<file path="config.mk">
export PLATFORM = sky130hd
export DESIGN_NAME = transponder_signature_cipher_40
export DESIGN_NICKNAME = d
export VERILOG_FILES = /design/src/rtl/dst40_pkg.sv /design/src/rtl/transponder_signature_cipher_40.sv
export SDC_FILE = /design/constraint.sdc
export NUM_CORES = 1
export LEC_CHECK = 0
export ABC_AREA = 1
export ABC_CLOCK_PERIOD_IN_PS = 2800
export BUFFER_PORTS_ARGS = -buffer_cell sky130_fd_sc_hd__buf_2
export CORE_ASPECT_RATIO = 0.9
export CORE_MARGIN = 5
export CORE_UTILIZATION = 40
export DETAILED_ROUTE_END_ITERATION = 8
export PLACE_DENSITY = 0.76
export SETUP_SLACK_MARGIN = 0.4
export SLEW_MARGIN = 10
export SYNTH_ARGS = -nofsm -noshare
export SYNTH_HDL_FRONTEND = slang
export SYNTH_SLANG_ARGS = --single-unit
export TNS_END_PERCENT = 5
</file>
<file path="constraint.sdc">
create_clock -name clk -period 2.8 [get_ports clk]
set_input_delay 0 -clock clk [delete_from_list [all_inputs] [get_ports clk]]
set_output_delay 0 -clock clk [all_outputs]
set_load 0.01 [all_outputs]
</file>
<file path="src/rtl/dst40_pkg.sv">
// dst40 cipher package: widths, bit tables and the round function
package dst40_pkg;

  localparam int unsigned DataW  = 40;
  localparam int unsigned SigW   = 24;
  localparam int unsigned RoundW = 8;
  localparam int unsigned PhaseW = 2;

  // key schedule phase: first key shift after round 2, then every third round
  localparam logic [PhaseW-1:0] PHASE_START  = 2'd2;
  localparam logic [PhaseW-1:0] PHASE_RELOAD = 2'd3;
  localparam logic [PhaseW-1:0] PHASE_LAST   = 2'd1;

  // 5-input bit tables, bit i is f(i)
  localparam logic [31:0] FN_A = 32'h3A35ACC5;
  localparam logic [31:0] FN_B = 32'hAC35742E;
  localparam logic [31:0] FN_C = 32'hB81D8BD1;
  localparam logic [31:0] FN_D = 32'h5ACC335A;
  // 4-input bit tables
  localparam logic [15:0] FN_E = 16'hE247;
  localparam logic [15:0] FN_G = 16'h4E72;

  // final 2-bit output function
  function automatic logic [1:0] fn_h(logic [3:0] sel);
    logic [1:0] res;
    case (sel)
      4'd0:    res = 2'd0;
      4'd1:    res = 2'd1;
      4'd2:    res = 2'd3;
      4'd3:    res = 2'd3;
      4'd4:    res = 2'd2;
      4'd5:    res = 2'd1;
      4'd6:    res = 2'd2;
      4'd7:    res = 2'd0;
      4'd8:    res = 2'd0;
      4'd9:    res = 2'd2;
      4'd10:   res = 2'd1;
      4'd11:   res = 2'd2;
      4'd12:   res = 2'd3;
      4'd13:   res = 2'd3;
      4'd14:   res = 2'd1;
      default: res = 2'd0;
    endcase
    return res;
  endfunction

  // low group taps at position p
  function automatic logic [4:0] low_idx(logic [DataW-1:0] k, logic [DataW-1:0] r,
                                         int unsigned p);
    return {k[16+p], r[8+p], k[8+p], r[p], k[p]};
  endfunction

  // high group taps at position p
  function automatic logic [4:0] high_idx(logic [DataW-1:0] k, logic [DataW-1:0] r,
                                          int unsigned p);
    return {r[32+p], k[32+p], r[24+p], k[24+p], r[16+p]};
  endfunction

  // 4-input taps at position p
  function automatic logic [3:0] quad_idx(logic [DataW-1:0] k, logic [DataW-1:0] r,
                                          int unsigned p);
    return {k[16+p], r[8+p], k[8+p], k[p]};
  endfunction

  // pair combiner, p is the upper position of the pair
  function automatic logic [3:0] combine(logic [DataW-1:0] k, logic [DataW-1:0] r,
                                         int unsigned p);
    return {FN_A[low_idx(k, r, p)], FN_B[high_idx(k, r, p)],
            FN_C[low_idx(k, r, p - 1)], FN_D[high_idx(k, r, p - 1)]};
  endfunction

  // 2-bit nonlinear output of one round
  function automatic logic [1:0] round_fn(logic [DataW-1:0] k, logic [DataW-1:0] r);
    logic [3:0] na;
    logic [3:0] nb;
    logic [3:0] nc;
    logic [3:0] nd;
    logic [3:0] sel;
    na  = combine(k, r, 7);
    nc  = combine(k, r, 5);
    nb  = combine(k, r, 3);
    nd  = {FN_E[quad_idx(k, r, 1)], FN_B[high_idx(k, r, 1)],
           FN_E[quad_idx(k, r, 0)], FN_D[high_idx(k, r, 0)]};
    sel = {FN_G[nd], FN_G[nb], FN_G[nc], FN_G[na]};
    return fn_h(sel);
  endfunction

endpackage

</file>
<file path="src/rtl/transponder_signature_cipher_40.sv">
// dst40 transponder signature cipher, one round per cycle
//
// Usage: an input transaction carries challenge, secret_key and round_count
// over in_valid / in_stall. The block then runs round_count rounds through
// a single round unit, one round per clock, under a small sequencer, and
// presents signature, final_challenge and final_key over out_valid /
// out_stall.
// Sequence: the transaction is loaded on acceptance, then the round loop
// checks the remaining count before each round and moves to the done state,
// which raises out_valid, once it reaches zero. A new transaction is only
// accepted after the previous result has been taken, as the single round
// unit serves one transaction at a time.
// in_stall is high whenever a transaction is in progress or its result
// is still waiting; only one transaction is held at a time.
// When the receiver raises out_stall the result holds stable on the
// output ports until it is taken.
// Reset (rst, synchronous, active high) returns the sequencer to idle and
// drops out_valid; any transaction in flight is lost.
module transponder_signature_cipher_40 (
  input  logic                              clk,
  input  logic                              rst,
  input  logic                              in_valid,
  output logic                              in_stall,
  input  logic [dst40_pkg::DataW-1:0]       challenge,
  input  logic [dst40_pkg::DataW-1:0]       secret_key,
  input  logic [dst40_pkg::RoundW-1:0]      round_count,
  output logic                              out_valid,
  input  logic                              out_stall,
  output logic [dst40_pkg::SigW-1:0]        signature,
  output logic [dst40_pkg::DataW-1:0]       final_challenge,
  output logic [dst40_pkg::DataW-1:0]       final_key
);

  typedef enum logic [2:0] {
    ST_IDLE = 3'b001,
    ST_RUN  = 3'b010,
    ST_DONE = 3'b100
  } state_t;

  state_t                              state;
  state_t                              state_next;
  logic [dst40_pkg::DataW-1:0]         chal;
  logic [dst40_pkg::DataW-1:0]         key;
  logic [dst40_pkg::RoundW-1:0]        remaining;
  logic [dst40_pkg::PhaseW-1:0]        phase;
  logic [1:0]                          h_out;
  logic [1:0]                          feedback;
  logic                                key_bit;
  logic                                in_fire;
  logic                                out_fire;
  logic                                round_en;

  assign in_fire  = in_valid && !in_stall;
  assign out_fire = out_valid && !out_stall;
  assign round_en = (state == ST_RUN) && (remaining != '0);

  // shared round unit
  assign h_out    = dst40_pkg::round_fn(key, chal);
  assign feedback = h_out ^ chal[1:0];
  assign key_bit  = key[0] ^ key[2] ^ key[19] ^ key[21];

  // sequencer next state
  always_comb begin
    state_next = state;
    case (state)
      ST_IDLE: begin
        if (in_fire) state_next = ST_RUN;
      end
      ST_RUN: begin
        if (remaining == '0) state_next = ST_DONE;
      end
      ST_DONE: begin
        if (out_fire) state_next = ST_IDLE;
      end
      default: state_next = ST_IDLE;
    endcase
  end

  always_ff @(posedge clk) begin
    if (rst) begin
      state <= ST_IDLE;
    end else begin
      state <= state_next;
    end
  end

  // datapath: load on accept, one round per cycle while running
  always_ff @(posedge clk) begin
    if (in_fire) begin
      chal      <= challenge;
      key       <= secret_key;
      remaining <= round_count;
      phase     <= dst40_pkg::PHASE_START;
    end else if (round_en) begin
      chal      <= {feedback, chal[dst40_pkg::DataW-1:2]};
      remaining <= remaining - 1'b1;
      if (phase == dst40_pkg::PHASE_LAST) begin
        phase <= dst40_pkg::PHASE_RELOAD;
        key   <= {key_bit, key[dst40_pkg::DataW-1:1]};
      end else begin
        phase <= phase - 1'b1;
      end
    end
  end

  // handshake and result ports
  assign in_stall        = (state != ST_IDLE);
  assign out_valid       = (state == ST_DONE);
  assign signature       = chal[dst40_pkg::SigW-1:0];
  assign final_challenge = chal;
  assign final_key       = key;

endmodule

</file>
==> flow_metrics.py <==
metrics = {
    "worst_setup_path": {
        "setup.worst_path.start_class": "flip-flop",
        "worstSetupPathType": "reg2reg",
        "end_kind": "flip-flop",
        "critPathArrivalTime_ns": 2.22,
        "crit_fanout": 25,
        "cp.required_ns": 2.86,
    },
    "timing": {
        "min_period_over_period_pct": 77.1,
        "period_needed_ns": 2.16,
        "relSlewSlack_pct": 66.2,
        "fin_tns_setup_ns": 0,
        "hold_viol": 0,
        "finClkSkew_ns": 0.00908,
        "setup_violations": 0,
        "tightest_slew_ns": 0.505,
        "rsz0062_at_grt": "no",
        "slew_violations": 0,
        "max_freq_mhz": 463,
    },
    "cts": {
        "postCtsSetupBuffers": 0,
        "clock_path_buffers": 2,
        "cts_resized": 0,
        "cts_made_buffers": 9,
        "clkTransAtPathRegs_ns": 0.07,
        "cts_sinks": 93,
        "clock_latency_ns": 0.35,
        "ctsHtreeMaxLevel": 3,
        "cts_tree": "yes",
        "clock-root-buffer": "clkbuf_16",
    },
    "drt": {
        "antenna_left": 0,
        "dr.pass1.iters": 5,
        "via_per_inst": 4.99,
        "routedWlPerCell_um": 15.2,
        "via_count": 5819,
        "drc_errors": 0,
        "wl_mm": 17.8,
        "drt_iter0_drc": 500,
    },
    "power": {
        "combPwrFrac_pct": 34.4,
        "clkPwrFrac_pct": 24.5,
        "p_switching_w": 0.00183,
        "p_sw_share_pct": 36.4,
        "power_frac_seq_pct": 41.2,
        "power_leakage_nw": 3.73,
        "ir_worst_vdd_mv": 0.373,
        "power_density_nw_per_um2": 644,
        "p_int_w": 0.00319,
    },
    "yosys": {
        "muxShareOfSynthArea_pct": 0,
        "yosys_warnings": 0,
        "yosys.area_share.simple_pct": 27.8,
        "synth_fa_ha_area_share_pct": 0.447,
        "synth_top_family_by_area": "simple AND/OR/NAND/NOR gates",
        "synth-compound-area-share_pct": 10.4,
        "synth_nets": 822,
        "synthXorXnorAreaFrac_pct": 1.41,
        "seq_area_frac_synth_pct": 49.0,
        "ys_ff_latch": 93,
        "netlist_area_um2": 5600,
        "avgSynthCellArea_um2": 7.69,
        "synth_cell_types": 30,
        "synthCells": 728,
    },
    "placed_design": {
        "dp.final_hpwl_mm": 12.5,
        "portBuffers": 197,
        "dpl_cell_area_um2": 6610,
        "placed_cells": 1059,
        "routabilityCongestion": 0.857,
    },
    "floorplanning": {
        "std_cell_rows": 41,
        "die_y_um": 122,
        "core-area_um2": 13900,
        "start_util_pct": 40.4,
        "io_pins": 198,
        "dieWidth_um": 135,
        "die_area_um2": 16500,
    },
    "finish": {
        "drive_above_1_share_pct": 24.6,
        "mostFrequentLayoutCell": "nand2_1",
        "stdcell_count": 1166,
        "final_area_um2": 7790,
        "fin_nets": 1081,
        "n_fill_cell": 1228,
        "utilization_pct": 56.3,
        "areaGrowthSynthToFinish_pct": 39.2,
        "layout_common_cells": "nand2_1 (270), buf_2 (197), dlygate4sd3_1 (89)",
    },
    "grt": {
        "globalRoute.totalOverflow": 0,
        "grt_max_degree": 72,
        "track_usage_pct": 21.1,
        "grt_pass1_vias": 5593,
        "antenna_found_initial": 0,
        "grt_first_pass_wirelength_mm": 26.9,
    },
    "hold_path": {
        "hold_path_class": "in2reg",
    },
    "flow_run": {
        "drv_cap": 0,
    },
    "outcome": {
        "status": "finished, final reports clean",
    },
}
## logic make-up (layout without fill, tap and decap cells)
family | count (synthesis) | count (layout)
AO/OA/AOI/OAI | 113 | 113
flip-flops | 93 | 93
buffers and inverters | 133 | 397
adder cells (fa/ha/maj) | 2 | 2
XOR/XNOR | 9 | 9
AND/OR/NAND/NOR | 378 | 378
other | 0 | 2
## path summary, 6_finish.rpt
path,startpoint,end,slack [ns],cells past startpoint
setup / recovery,remaining[0],final_key[12],0.64,6
hold reg to reg,phase[1],phase[0],0.44,1
hold / removal,out_stall,state[2],0.03,5
setup reg to reg,remaining[0],final_key[12],0.64,6
## layer usage
metal | vias up | GRT usage (%) | part of all wire, %
li1 | 2878 | - | -
met1 | 2625 | 25.8 | 41
met2 | 262 | 35.6 | 48
met3 | 54 | 5.33 | 7.4
met4 | 0 | 8.84 | 3.7
met5 | - | 0 | 0
## flip-flops by register name (all words and copies together), names as in the netlist
register,flops
final_challenge,40
state,3
remaining,8
final_key,40
phase,2
## power by group through the flow
stage	Sequential, W	Clock, W	Combinational (W)
floorplan	0.00211	0	0.00105
global route	0.00210	0.00130	0.00193
global placement	0.00209	0	0.00158
detailed placement	0.00209	0	0.00161
finish	0.00207	0.00123	0.00173
CTS	0.00207	0.00125	0.00172
## worst max-delay path: stages (launching register included)
cell,delay (ns)
edfxtp_1,0.35
inv_1,0.07
ha_1,0.20
a31oi_1,0.44
nand3_1,0.16
nand2_2,0.37
buf_12,0.25
## what timing repair did
action | CTS | global route
hold buffers | 89 | 0
endpoints found under the setup margin | 0 | 0
endpoints found under the hold margin | 91 | 0
## cells in the mapped netlist (all sizes together)
cell,number,area [um^2]
nand3b,1,7.51
or3,1,6.26
buf,41,268
nand3,66,330
dfxtp,5,100
clkbuf,2,7.51
a21oi,12,60.1
inv,89,334
xnor2,6,52.6
ha,2,25.0
clkinv,1,5.00
o211ai,3,22.5
a211o,1,8.76
nand4,2,12.5
nor2,26,118
nand2,277,1050
or2,1,6.26
a31oi,2,12.5
edfxtp,88,2640
o21ai,95,479
nor3,3,15.0
nor4,1,6.26
xor2,3,26.3
## layout make-up
class / count / area [um^2] / share of cell area, %
inverters: 90 / 342 / 4.38
clock inverters: 7 / 66.3 / 0.851
flip-flops and latches: 93 / 2740 / 35.2
multi-input cells: 502 / 2250 / 28.8
diodes: 2 / 5.00 / 0.0642
repair buffers: 291 / 1950 / 25.0
well taps: 172 / 215 / 2.76
clock buffers: 9 / 225 / 2.89
## per-stage QoR
stage               hold WS, ns  power, W  setup WS, ns
detailed placement        0.205   0.00371         0.642
finish                   0.0347   0.00502         0.640
floorplan                0.0691   0.00316         0.481
global route             0.0712   0.00532         0.433
global placement          0.219   0.00367         0.719
CTS                      0.0187   0.00503         0.625
Note: power is estimated with default switching activity, not from simulation.
